**src/wmf_pkg.sv**
```systemverilog
// ----------------------------------------------------------------------------
// wmf_pkg
// Shared types and constants for the window median filter.
// ----------------------------------------------------------------------------
package wmf_pkg;

  localparam int SAMPLE_W       = 16;
  localparam int WLEN_W         = 5;
  localparam int CFG_IDX_W      = 1;
  localparam int CFG_DATA_W     = 5;
  localparam int DEF_MAX_WINDOW = 32;
  localparam int MEDIAN_DIV     = 2;

  // configuration register indexes
  localparam logic [CFG_IDX_W-1:0] CFG_ENABLED    = 1'b0;
  localparam logic [CFG_IDX_W-1:0] CFG_WINDOW_LEN = 1'b1;

  // input word action codes
  localparam logic ACT_SAMPLE = 1'b0;
  localparam logic ACT_QUERY  = 1'b1;

  typedef logic signed [SAMPLE_W-1:0] sample_t;

  // broadcast control for the row of cells
  typedef struct packed {
    logic    load;    // write sample into the cell at the write position
    logic    sort;    // one odd-even compare-exchange phase
    logic    phase;   // parity of the lower cell of each pair
    sample_t sample;
  } cell_ctrl_t;

  typedef enum logic [2:0] {
    ST_IDLE = 3'b001,
    ST_SORT = 3'b010,
    ST_EMIT = 3'b100
  } state_t;

endpackage

```
**src/wmf_in_if.sv**
```systemverilog
// ----------------------------------------------------------------------------
// wmf_in_if
// Input channel: sample and query words with valid/ready handshake.
// ----------------------------------------------------------------------------
interface wmf_in_if;
  logic             valid;
  logic             ready;
  logic             action;
  wmf_pkg::sample_t sample_value;

  modport source (output valid, output action, output sample_value, input ready);
  modport sink   (input valid, input action, input sample_value, output ready);
endinterface

```
**src/wmf_out_if.sv**
```systemverilog
// ----------------------------------------------------------------------------
// wmf_out_if
// Result channel: median words with valid/ready handshake.
// ----------------------------------------------------------------------------
interface wmf_out_if;
  logic             valid;
  logic             ready;
  wmf_pkg::sample_t median_value;

  modport source (output valid, output median_value, input ready);
  modport sink   (input valid, input median_value, output ready);
endinterface

```
**src/wmf_cell.sv**
```systemverilog
// ----------------------------------------------------------------------------
// wmf_cell
// One window slot: loads a sample when addressed, or takes the min/max of
// itself and a neighbor during an odd-even transposition phase.
// ----------------------------------------------------------------------------
module wmf_cell #(
  parameter int IDX   = 0,
  parameter int PW    = 5,
  parameter int LEN_W = 6
) (
  input  logic                clk,
  input  logic                rst_n,
  input  wmf_pkg::cell_ctrl_t ctrl,
  input  logic [PW-1:0]       pos,
  input  logic [LEN_W-1:0]    len,
  input  wmf_pkg::sample_t    left_val,
  input  wmf_pkg::sample_t    right_val,
  output wmf_pkg::sample_t    val
);

  localparam logic ODD = ((IDX % 2) == 1);

  wmf_pkg::sample_t val_r, val_nxt;
  logic             is_lo, is_hi;

  // lower end of a pair: partner is right neighbor, must be inside the window
  assign is_lo = (ctrl.phase == ODD) && (LEN_W'(IDX + 1) < len);
  // upper end of a pair: partner is left neighbor
  assign is_hi = (ctrl.phase != ODD) && (IDX >= 1) && (LEN_W'(IDX) < len);

  always_comb begin
    val_nxt = val_r;
    if (ctrl.load && (pos == PW'(IDX))) begin
      val_nxt = ctrl.sample;
    end else if (ctrl.sort && is_lo) begin
      val_nxt = (val_r > right_val) ? right_val : val_r;
    end else if (ctrl.sort && is_hi) begin
      val_nxt = (left_val > val_r) ? left_val : val_r;
    end
  end

  always_ff @(posedge clk) begin
    if (!rst_n) begin
      val_r <= '0;
    end else begin
      val_r <= val_nxt;
    end
  end

  assign val = val_r;

endmodule

```
**src/window_median_filter_core.sv**
```systemverilog
// ----------------------------------------------------------------------------
// window_median_filter_core
// Sliding-window median filter over signed 16-bit samples.
// ----------------------------------------------------------------------------
// A sample word is written into the row of cells at the ring write position.
// A query word sorts the window in place with an odd-even transposition
// sort, one phase per cycle across the row of cells, then picks the middle
// entry into the output register; the block takes no new word until the
// median has been loaded into the output register. When disabled, samples
// are dropped and a query returns 0. The store clears at reset.
// ----------------------------------------------------------------------------
module window_median_filter_core #(
  parameter int MAX_WINDOW = wmf_pkg::DEF_MAX_WINDOW
) (
  input  logic                             clk,
  input  logic                             rst_n,
  wmf_in_if.sink                           in_chan,
  wmf_out_if.source                        out_chan,
  input  logic                             cfg_we,
  input  logic [wmf_pkg::CFG_IDX_W-1:0]    cfg_idx,
  input  logic [wmf_pkg::CFG_DATA_W-1:0]   cfg_wdata
);

  localparam int PW      = (MAX_WINDOW > 1) ? $clog2(MAX_WINDOW) : 1;
  localparam int LEN_RAW = $clog2(MAX_WINDOW + 1);
  localparam int LEN_W   = (LEN_RAW > wmf_pkg::WLEN_W) ? LEN_RAW : wmf_pkg::WLEN_W;
  localparam int XW      = LEN_W + PW;

  // configuration
  logic                       enabled_r;
  logic [wmf_pkg::WLEN_W-1:0] wlen_r;

  always_ff @(posedge clk) begin
    if (!rst_n) begin
      enabled_r <= 1'b0;
      wlen_r    <= wmf_pkg::WLEN_W'(1);
    end else if (cfg_we) begin
      case (cfg_idx)
        wmf_pkg::CFG_ENABLED:    enabled_r <= cfg_wdata[0];
        wmf_pkg::CFG_WINDOW_LEN: wlen_r    <= cfg_wdata[wmf_pkg::WLEN_W-1:0];
        default: ;
      endcase
    end
  end

  // effective length: zero reads as one, saturate at store depth
  logic [LEN_W-1:0] len_one, len_eff;
  assign len_one = (wlen_r == '0) ? LEN_W'(1) : LEN_W'(wlen_r);
  assign len_eff = (len_one > LEN_W'(MAX_WINDOW)) ? LEN_W'(MAX_WINDOW) : len_one;

  // sequencer
  wmf_pkg::state_t     state_r, state_nxt;
  logic [LEN_W-1:0]    cnt_r, cnt_nxt;
  logic [PW-1:0]       pos_r, pos_nxt;
  logic                zero_r, zero_nxt;
  logic                out_valid_r, out_valid_nxt;
  wmf_pkg::sample_t    out_med_r, out_med_nxt;
  wmf_pkg::cell_ctrl_t ctrl;
  logic                in_acc;
  logic                out_free;
  logic [XW-1:0]       pos_inc;
  logic [XW-1:0]       mid_full;
  logic [PW-1:0]       mid_idx;
  wmf_pkg::sample_t    vals [MAX_WINDOW];

  assign in_chan.ready = (state_r == wmf_pkg::ST_IDLE);
  assign in_acc        = in_chan.valid && in_chan.ready;
  assign out_free      = !out_valid_r || out_chan.ready;

  assign pos_inc  = XW'(pos_r) + XW'(1);
  assign mid_full = XW'(XW'(len_eff) / wmf_pkg::MEDIAN_DIV);
  assign mid_idx  = mid_full[PW-1:0];

  always_comb begin
    state_nxt     = state_r;
    cnt_nxt       = cnt_r;
    pos_nxt       = pos_r;
    zero_nxt      = zero_r;
    out_valid_nxt = out_valid_r;
    out_med_nxt   = out_med_r;
    ctrl.load     = 1'b0;
    ctrl.sort     = 1'b0;
    ctrl.phase    = cnt_r[0];
    ctrl.sample   = in_chan.sample_value;

    if (out_valid_r && out_chan.ready) begin
      out_valid_nxt = 1'b0;
    end

    unique case (state_r)
      wmf_pkg::ST_IDLE: begin
        if (in_acc) begin
          if (in_chan.action == wmf_pkg::ACT_SAMPLE) begin
            if (enabled_r) begin
              ctrl.load = 1'b1;
              pos_nxt   = (pos_inc >= XW'(len_eff)) ? '0 : pos_inc[PW-1:0];
            end
          end else if (enabled_r) begin
            zero_nxt  = 1'b0;
            cnt_nxt   = '0;
            state_nxt = wmf_pkg::ST_SORT;
          end else begin
            zero_nxt  = 1'b1;
            state_nxt = wmf_pkg::ST_EMIT;
          end
        end
      end
      wmf_pkg::ST_SORT: begin
        ctrl.sort = 1'b1;
        cnt_nxt   = cnt_r + LEN_W'(1);
        if (cnt_r == len_eff - LEN_W'(1)) begin
          pos_nxt   = '0;
          state_nxt = wmf_pkg::ST_EMIT;
        end
      end
      wmf_pkg::ST_EMIT: begin
        if (out_free) begin
          out_valid_nxt = 1'b1;
          out_med_nxt   = zero_r ? '0 : vals[mid_idx];
          state_nxt     = wmf_pkg::ST_IDLE;
        end
      end
      default: state_nxt = wmf_pkg::ST_IDLE;
    endcase
  end

  always_ff @(posedge clk) begin
    if (!rst_n) begin
      state_r     <= wmf_pkg::ST_IDLE;
      cnt_r       <= '0;
      pos_r       <= '0;
      zero_r      <= 1'b0;
      out_valid_r <= 1'b0;
    end else begin
      state_r     <= state_nxt;
      cnt_r       <= cnt_nxt;
      pos_r       <= pos_nxt;
      zero_r      <= zero_nxt;
      out_valid_r <= out_valid_nxt;
    end
  end

  always_ff @(posedge clk) begin
    out_med_r <= out_med_nxt;
  end

  assign out_chan.valid        = out_valid_r;
  assign out_chan.median_value = out_med_r;

  // row of cells; end cells see themselves as the missing neighbor
  for (genvar g = 0; g < MAX_WINDOW; g++) begin : g_cell
    wmf_pkg::sample_t lv, rv;
    if (g == 0) begin : g_l0
      assign lv = vals[g];
    end else begin : g_ln
      assign lv = vals[g-1];
    end
    if (g == MAX_WINDOW - 1) begin : g_rl
      assign rv = vals[g];
    end else begin : g_rn
      assign rv = vals[g+1];
    end

    wmf_cell #(
      .IDX   (g),
      .PW    (PW),
      .LEN_W (LEN_W)
    ) u_cell (
      .clk       (clk),
      .rst_n     (rst_n),
      .ctrl      (ctrl),
      .pos       (pos_r),
      .len       (len_eff),
      .left_val  (lv),
      .right_val (rv),
      .val       (vals[g])
    );
  end

endmodule
```
**src/flat_wrapper.sv**
```systemverilog
// flat-port wrapper written by rule: the top's interface ports become plain ports
module window_median_filter_core_flat 
#(
  parameter int MAX_WINDOW = wmf_pkg::DEF_MAX_WINDOW
)
  (clk, rst_n, cfg_we, cfg_idx, cfg_wdata, in_chan_valid, in_chan_action, in_chan_sample_value, in_chan_ready, out_chan_valid, out_chan_median_value, out_chan_ready);
  wmf_in_if in_chan_i ();
  wmf_out_if out_chan_i ();
  input  logic clk;
  input  logic rst_n;
  input  logic cfg_we;
  input  logic [wmf_pkg::CFG_IDX_W-1:0] cfg_idx;
  input  logic [wmf_pkg::CFG_DATA_W-1:0] cfg_wdata;
  input wire logic [$bits(in_chan_i.valid)-1:0] in_chan_valid;
  input wire logic [$bits(in_chan_i.action)-1:0] in_chan_action;
  input wire logic [$bits(in_chan_i.sample_value)-1:0] in_chan_sample_value;
  output wire logic [$bits(in_chan_i.ready)-1:0] in_chan_ready;
  output wire logic [$bits(out_chan_i.valid)-1:0] out_chan_valid;
  output wire logic [$bits(out_chan_i.median_value)-1:0] out_chan_median_value;
  input wire logic [$bits(out_chan_i.ready)-1:0] out_chan_ready;
  assign in_chan_i.valid = in_chan_valid;
  assign in_chan_i.action = in_chan_action;
  assign in_chan_i.sample_value = in_chan_sample_value;
  assign in_chan_ready = in_chan_i.ready;
  assign out_chan_valid = out_chan_i.valid;
  assign out_chan_median_value = out_chan_i.median_value;
  assign out_chan_i.ready = out_chan_ready;
  window_median_filter_core #(.MAX_WINDOW(MAX_WINDOW)) u_core (.clk(clk), .rst_n(rst_n), .in_chan(in_chan_i), .out_chan(out_chan_i), .cfg_we(cfg_we), .cfg_idx(cfg_idx), .cfg_wdata(cfg_wdata));
endmodule
```
**config.mk**
```make
export PLATFORM = sky130hd
export DESIGN_NAME = window_median_filter_core_flat
export DESIGN_NICKNAME = d
export VERILOG_FILES = /design/src/wmf_pkg.sv /design/src/wmf_in_if.sv /design/src/wmf_out_if.sv /design/src/wmf_cell.sv /design/src/window_median_filter_core.sv /design/src/flat_wrapper.sv
export SDC_FILE = /design/constraint.sdc
export NUM_CORES = 2
export LEC_CHECK = 0
export ABC_AREA = 1
export BUFFER_PORTS_ARGS = -buffer_cell sky130_fd_sc_hd__buf_2
export CAP_MARGIN = 20
export CELL_PAD_IN_SITES_DETAIL_PLACEMENT = 0
export CELL_PAD_IN_SITES_GLOBAL_PLACEMENT = 1
export CORE_UTILIZATION = 46
export CTS_CLUSTER_DIAMETER = 100
export DETAILED_ROUTE_END_ITERATION = 12
export PLACE_DENSITY = 0.91
export REMOVE_ABC_BUFFERS = 1
export SYNTH_ARGS = -nofsm -noshare
export SYNTH_HDL_FRONTEND = slang
export SYNTH_SLANG_ARGS = --single-unit
```
**constraint.sdc**
```tcl
create_clock -name clk -period 3.9 [get_ports clk]
set_input_delay 0.78 -clock clk [delete_from_list [all_inputs] [get_ports clk]]
set_output_delay 0.78 -clock clk [all_outputs]
set_load 0.01 [all_outputs]
```
* Yosys cells after proc, flatten, opt, wreduce, memory -nomap -nowiden
Index checks and enable logic that the tools add are counted.
** Word-level totals
- Register bits :: 550
- Word-level logic and storage cells :: 577
- Output and inout port bits :: 18
- Input port bits :: 28
** Cells by class
- $add $sub $neg :: 3
- $lt $le $gt $ge :: 66
- Muxes and demuxes :: 187
- Equality and inequality tests :: 72
- Bitwise operators :: 3
- Reductions and logical operators :: 206
** Operators by type and width (count)
- 16-bit 2-to-1 mux :: 159
- 16-bit greater-than comparator :: 31
- 3-bit nonzero test :: 60
- 1-bit logical AND :: 98
- 5-bit by 6-bit less-than comparator with 1-bit output (first input constant) :: 16
- 3-bit AND reduction :: 32
- 3-bit by 2-bit inequality test with 1-bit output (second input constant) :: 29
- 16-bit binary-select mux with 5-bit select :: 1
- 5-bit equality test (second input constant) :: 16
- 4-bit by 6-bit less-than comparator with 1-bit output (first input constant) :: 8
- 5-bit by 4-bit equality test with 1-bit output (second input constant) :: 8
- 5-bit 2-to-1 mux :: 6
- 3-bit by 6-bit less-than comparator with 1-bit output (first input constant) :: 4
- 6-bit 2-to-1 mux :: 4
- 5-bit by 3-bit equality test with 1-bit output (second input constant) :: 4
- 3-bit 2-to-1 mux :: 5
- 2-bit by 6-bit less-than comparator with 1-bit output (first input constant) :: 2
- 6-bit one-hot mux with 2 select lines :: 1
- 11-bit by 6-bit greater-or-equal comparator with 1-bit output :: 1
- 5-bit by 2-bit equality test with 1-bit output (second input constant) :: 2
- 5-bit zero test :: 2
- 2-bit inequality test (second input constant) :: 5
- 5-bit one-hot mux with 2 select lines :: 1
- 2-bit nonzero test :: 5
- 23 further kinds :: 37

* Logic depth before layout (Yosys ltp)
- Word-level depth :: 10
- Depth in mapped cells :: 21
- Depth with buffers taken out :: 20

* Cells and area by module
Synthesis repeated with hierarchy kept, for this count alone.
** Second synthesis, totals
- Cells, all modules :: 10669
- Area total of the unflattened synthesis :: 70645.3 um^2
** By module, submodules not included
- window_median_filter_core :: cells each 644, instances 1, area each 4022.6 um^2, seq. area each 920.9 um^2
- wmf_cell at u_core.g_cell[11].u_cell :: cells each 319, instances 1, area each 2279.7 um^2, seq. area each 320.3 um^2
- wmf_cell at u_core.g_cell[3].u_cell :: cells each 316, instances 1, area each 2273.4 um^2, seq. area each 320.3 um^2
- wmf_cell at u_core.g_cell[6].u_cell :: cells each 315, instances 1, area each 2264.7 um^2, seq. area each 320.3 um^2
- wmf_cell at u_core.g_cell[19].u_cell :: cells each 317, instances 1, area each 2234.6 um^2, seq. area each 320.3 um^2
- wmf_cell at u_core.g_cell[4].u_cell :: cells each 311, instances 1, area each 2183.3 um^2, seq. area each 320.3 um^2
- wmf_cell at u_core.g_cell[29].u_cell :: cells each 311, instances 1, area each 2172.1 um^2, seq. area each 320.3 um^2
- wmf_cell at u_core.g_cell[28].u_cell :: cells each 310, instances 1, area each 2155.8 um^2, seq. area each 320.3 um^2
- wmf_cell at u_core.g_cell[13].u_cell :: cells each 333, instances 1, area each 2153.3 um^2, seq. area each 320.3 um^2
- wmf_cell at u_core.g_cell[30].u_cell :: cells each 308, instances 1, area each 2123.3 um^2, seq. area each 320.3 um^2
- wmf_cell at u_core.g_cell[26].u_cell :: cells each 313, instances 1, area each 2120.8 um^2, seq. area each 320.3 um^2
- wmf_cell at u_core.g_cell[31].u_cell :: cells each 317, instances 1, area each 2120.8 um^2, seq. area each 320.3 um^2
- wmf_cell at u_core.g_cell[16].u_cell :: cells each 307, instances 1, area each 2119.5 um^2, seq. area each 320.3 um^2
- wmf_cell at u_core.g_cell[21].u_cell :: cells each 330, instances 1, area each 2118.3 um^2, seq. area each 320.3 um^2
- +19 rows

* Worst setup path before layout
No wires, ideal clock.
- Path kind :: reg-to-reg
- From :: reg u_core.wlen_r[1] (netlist name)
- To :: reg u_core.g_cell[3].u_cell.val_r[10]
- Clock period less this slack :: 2.735 ns
- Setup time :: 0.112 ns
- Path slack :: 1.165 ns
- Path buffers :: 5
- Cell stages (with the launch flop) :: 15
- Required time :: 3.788 ns
- Data arrival time :: 2.623 ns
- Cell sequence :: dfxtp_1 inv_1 clkbuf_1 clkbuf_1 ha_1 clkbuf_1 o21ai_0 nand3_1 clkbuf_1 inv_1 nand2_1 clkbuf_1 nand3_1 nand2_1 nor2_1
** Between the ends
- Longest elaborated chain between the ends :: 9
- Elaborated cells on any way between the ends :: 16
- Those cells by class :: 3 x order compare; 1 x eq/ne; 4 x mux; 8 x reduce/logical
** Ends and longest elaborated chain
- start, declared :: RTL line window_median_filter_core.sv:31 : logic [wmf_pkg::WLEN_W-1:0] wlen_r;
- start signal, assigned :: RTL line window_median_filter_core.sv:36 : wlen_r <= wmf_pkg::WLEN_W'(1);
- start signal, assigned :: RTL line window_median_filter_core.sv:40 : wmf_pkg::CFG_WINDOW_LEN: wlen_r <= cfg_wdata[wmf_pkg::WLEN_W-1:0];
- 5-bit zero test :: RTL line window_median_filter_core.sv:48 : assign len_one = (wlen_r == '0) ? LEN_W'(1) : LEN_W'(wlen_r);
- 5-bit 2-to-1 mux * :: RTL line window_median_filter_core.sv:48
- 6-bit greater-than comparator :: RTL line window_median_filter_core.sv:49 : assign len_eff = (len_one > LEN_W'(MAX_WINDOW)) ? LEN_W'(MAX_WINDOW) : len_one;
- 6-bit 2-to-1 mux * :: RTL line window_median_filter_core.sv:49
- 3-bit by 6-bit less-than comparator with 1-bit output or 2-bit by 6-bit less-than comparator with 1-bit output (tied branches) :: RTL line wmf_cell.sv:27, wmf_cell.sv:29
- 1-bit logical AND, on equally long branches :: RTL line wmf_cell.sv:27, wmf_cell.sv:29
- 1-bit logical AND, on equally long branches :: RTL line wmf_cell.sv:35, wmf_cell.sv:37
- 3-bit by 2-bit inequality test with 1-bit output (no line) (tied with other cells)
- 3-bit AND reduction (no line) or 16-bit 2-to-1 mux (tied branches)
- end signal, assigned :: RTL line wmf_cell.sv:46 : val_r <= val_nxt;
- end, declared :: RTL line wmf_cell.sv:23 : wmf_pkg::sample_t val_r, val_nxt;
Mark *: on every way between the ends. The rest lies on a longest branch, timed or not.
A chain may end at the register's enable or synchronous reset.

* Final worst setup path
- From :: reg u_core.wlen_r[1] (netlist name)
- To :: reg u_core.g_cell[9].u_cell.val_r[6]
** Between the ends
- Longest elaborated chain between the ends :: 9
- Elaborated cells on any way between the ends :: 16
- Those cells by class :: 3 x order compare; 1 x eq/ne; 4 x mux; 8 x reduce/logical
** Ends and longest elaborated chain (RTL line)
- 5-bit zero test :: window_median_filter_core.sv:48
- 5-bit 2-to-1 mux * :: window_median_filter_core.sv:48
- 6-bit greater-than comparator :: window_median_filter_core.sv:49
- 6-bit 2-to-1 mux * :: window_median_filter_core.sv:49
- 4-bit by 6-bit less-than comparator with 1-bit output, on equally long branches :: wmf_cell.sv:27, wmf_cell.sv:29
- 1-bit logical AND, on equally long branches :: wmf_cell.sv:27, wmf_cell.sv:29
- 1-bit logical AND, on equally long branches :: wmf_cell.sv:35, wmf_cell.sv:37
- 3-bit by 1-bit inequality test with 1-bit output (no line) (tied with other cells)
- 3-bit AND reduction (no line) or 16-bit 2-to-1 mux (tied branches)
- end signal, assigned :: wmf_cell.sv:46
- end, declared :: wmf_cell.sv:23
Marks and branches as above.

==> out/metrics.cfg <==
[yosys]
syn-cell-area_um2=44500
yosysWarnings=0
synthCells=7212
synth_cell_types=44
ys_seq_elements=534
yosysSeqAreaShare_pct=24.4
avgSynthCellArea_um2=6.17

[clock_tree]
clockRootBuffer=clkbuf_16
cts_made_buffers=71
clkTransAtPathRegs_ns=0.06
cts_tree=built
cts.sinks=534
post_cts_buffers=0
worst_skew_pair.late_latency_ns=0.65
cts_max_level=3
holdBufCountCts=0
cts_resized=0
cts_max_path_buffers=3

[pwr]
power_mw=13.0
max-vdd-ir-drop_v=0.000294
leakage_nw=22.1
power.density_nw_per_um2=268

[timing]
tightest_slew_ns=1.04
setup_viol=0
finalHoldViolCount=0
skew_ns=0.0209
fin_crit_ns=3.41
min_period_over_period_pct=87.3
grt_setup_unrepaired=no
slew_headroom_pct=30.7
max_freq_mhz=294
drv_slew=0

[worst_hold_path]
hold_depth=4
min_delay_worst_endpoint=u_core.out_chan.valid$_SDFF_PN0_
hp-class=input port to flop
worstHoldStart=out_chan_ready

[cells_and_area]
layoutNonFillerInstCount=8449
area_delta_synth_final_pct=8.74
final_nets=7646
fillCellCount=9872
final_layout_size_suffix_gt1_share_pct=5.44

[placed_design]
dp_hpwl_mm=136
gp_congestion=1.01
placed_cells=8317
port_buffers=45

[grt]
grt_max_degree=82
grt_use_total_pct=36.3
grt_pass1_wl_mm=275
grt_pass1_vias=44812
overflow=0
antenna_found_initial=7

[routing]
vias=50056
drt_iter0_markers=6132
wire_per_inst_um=21.8
drc_errors=0
wirelength_mm=184
antenna_left=0
firstDrtPassIters=7
viasPerCell=5.92

[worst_setup_path]
crit_slowest_cell=nand3_1
cp-start-kind=flop
crit_path_end_kind=flop
r2r-start=u_core.wlen_r[1]$_SDFFE_PN0P_
crit_path_max_fanout=19
crit_path_max_incr_delay_ns=0.40
critPathRequiredTime_ns=4.44
arrival_ns=3.95
worst-setup-path-type=flop to flop
rr_worst_depth=15
rrSetupSlack_ns=0.49
r2r-end=u_core.g_cell[9].u_cell.val[6]$_SDFFE_PN0P_
worstPathCellList=nor2_1 > a21oi_1 > inv_1 > ha_1 > inv_1 > nand3_1 > nand3_1 > a31oi_1 > nand3_2 > nand2_1 > inv_2 > nand2_2 > inv_1 > nor2_1 > nor2_1

[floorplanning]
die_y_um=313
die_width_um=313
initial_utilization_pct=46.6
std_cell_rows=113
io_pins=46
fp.coreArea_um2=95400
die-area_um2=97900

[run_status]
status=completed

[flow_run]
drv_cap=0

==> critical path: cells and delay by family, from the launching register on <==
| family | cells | cell delay (ns) |
|---|---|---|
| AND/OR/NAND/NOR | 8 | 1.56 |
| buffers and inverters | 4 | 0.61 |
| AO/OA/AOI/OAI | 2 | 0.50 |
| flip-flops | 1 | 0.35 |
| adder cells (fa/ha/maj) | 1 | 0.27 |
==> state kept, by name, indices dropped and copies added (netlist names) <==
| name | count |
|---|---|
| u_core.g_cell.u_cell.val | 496 |
| u_core.out_chan.median_value | 16 |
| u_core.cnt_r | 6 |
| u_core.pos_r | 5 |
| u_core.wlen_r | 5 |
| u_core.state_r | 3 |
| u_core.enabled_r | 1 |
| u_core.out_chan.valid | 1 |
| u_core.zero_r | 1 |
==> cell usage in the layout (no fill, tap or decap), types with 15 or more instances in the layout <==
master     Yosys  final
nand2_1     1751   1749
nor2_1      1082   1082
inv_1        806    805
a21oi_1      604    604
dfxtp_1      518    517
ha_1         492    492
o21ai_0      448    448
o22ai_1      320    320
nand3_1      272    272
nand4_1      149    149
o211ai_1     147    147
buf_4         13    143
clkbuf_16      0     73
buf_2         73     44
nor3_1        37     37
inv_2         34     37
a21o_1        21     21
a31oi_1       19     19
nand2_2       16     18
nand3b_1      17     17
clkbuf_1     219     16
edfxtp_1      16     16
o21bai_1      15     15
==> routing by layer <==
layer / part of all wire [%] / track usage [%] / vias up
li1: - / - / 23818
met3: 9.8 / 6.62 / 622
met2: 43 / 56.1 / 2658
met5: 0.0071 / 0 / -
met4: 6.8 / 21.5 / 2
met1: 40 / 47.3 / 22956
==> power by group <==
group / leakage (nW) / total, mW / switching (mW) / internal [mW]
Combinational: 16.7 / 0.881 / 0.676 / 0.205
Sequential: 4.32 / 5.53 / 0.0237 / 5.51
Clock: 1.10 / 6.58 / 2.76 / 3.82
Total: 22.1 / 13.0 / 3.46 / 9.53
==> cell families after synthesis <==
family	share of synthesized area [%]
flops	24.4
buf+inv	10.5
simple gates	30.7
fa+ha+maj	13.8
xor+xnor	0.118
compound gates	20.4
==> worst max-delay path by stage <==
| stage | cells past startpoint | startpoint | slack, ns | end |
|---|---|---|---|---|
| floorplan | 8 | u_core.wlen_r[2]$_SDFFE_PN0P_ | -0.02 | u_core.g_cell[10].u_cell.val[10]$_SDFFE_PN0P_ |
| global placement | 12 | in_chan_valid | 0.62 | u_core.g_cell[3].u_cell.val[10]$_SDFFE_PN0P_ |
| detailed placement | 12 | in_chan_valid | 0.55 | u_core.g_cell[3].u_cell.val[8]$_SDFFE_PN0P_ |
| CTS | 15 | u_core.wlen_r[1]$_SDFFE_PN0P_ | 0.63 | u_core.g_cell[9].u_cell.val[6]$_SDFFE_PN0P_ |
| global route | 13 | u_core.wlen_r[1]$_SDFFE_PN0P_ | 0.22 | u_core.g_cell[29].u_cell.val[11]$_SDFFE_PN0P_ |
| finish | 15 | u_core.wlen_r[1]$_SDFFE_PN0P_ | 0.49 | u_core.g_cell[9].u_cell.val[6]$_SDFFE_PN0P_ |
==> cell type report <==
type | count | area (µm²) | share of cell area [%]
clock buffers | 103 | 2080 | 4.30
well taps | 1265 | 1580 | 3.27
multi-input cells | 5467 | 29000 | 59.9
inverters | 855 | 3210 | 6.64
clock inverters | 18 | 163 | 0.336
flip-flops and latches | 534 | 10900 | 22.4
repair buffers | 197 | 1500 | 3.11
diodes | 10 | 25.0 | 0.0517
==> synthesized netlist by cell type (all sizes together) <==
cell | number | area [µm²]
xnor2 | 3 | 26.3
o21bai | 15 | 113
nor2b | 1 | 6.26
clkinv | 15 | 56.3
o211ai | 147 | 1100
clkbuf | 219 | 822
dfxtp | 518 | 10400
o2111ai | 1 | 15.0
buf | 137 | 654
nor3 | 39 | 218
a211oi | 10 | 75.1
nor4 | 6 | 37.5
edfxtp | 16 | 480
nand2 | 1767 | 6670
a31oi | 19 | 119
a21oi | 605 | 3030
nor2 | 1093 | 4180
inv | 840 | 3150
o21a | 9 | 67.6
o31ai | 3 | 36.3
nand3b | 17 | 128
xor2 | 3 | 26.3
a21o | 21 | 158
ha | 492 | 6160
nor3b | 2 | 15.0
o21ai | 455 | 2290
o221ai | 6 | 52.6
nand4 | 150 | 945
nand3 | 283 | 1480
o22ai | 320 | 2000
==> stage by stage <==
step | utilization [%] | hold slack (ns) | setup slack (ns) | TNS, ns | instance area (µm²)
3_5_place_dp | 48.3 | 0.475 | 0.553 | 0 | 46100
6_report | 50.7 | 0.431 | 0.494 | 0 | 48400
5_1_grt | 50.7 | 0.460 | 0.222 | 0 | 48300
2_1_floorplan | - | 0.430 | -0.0230 | -0.115 | 43000
3_3_place_gp | 48.3 | 0.471 | 0.621 | 0 | 46000
4_1_cts | 50.6 | 0.410 | 0.626 | 0 | 48300
No activity file was read; power rests on OpenSTA's default activity.
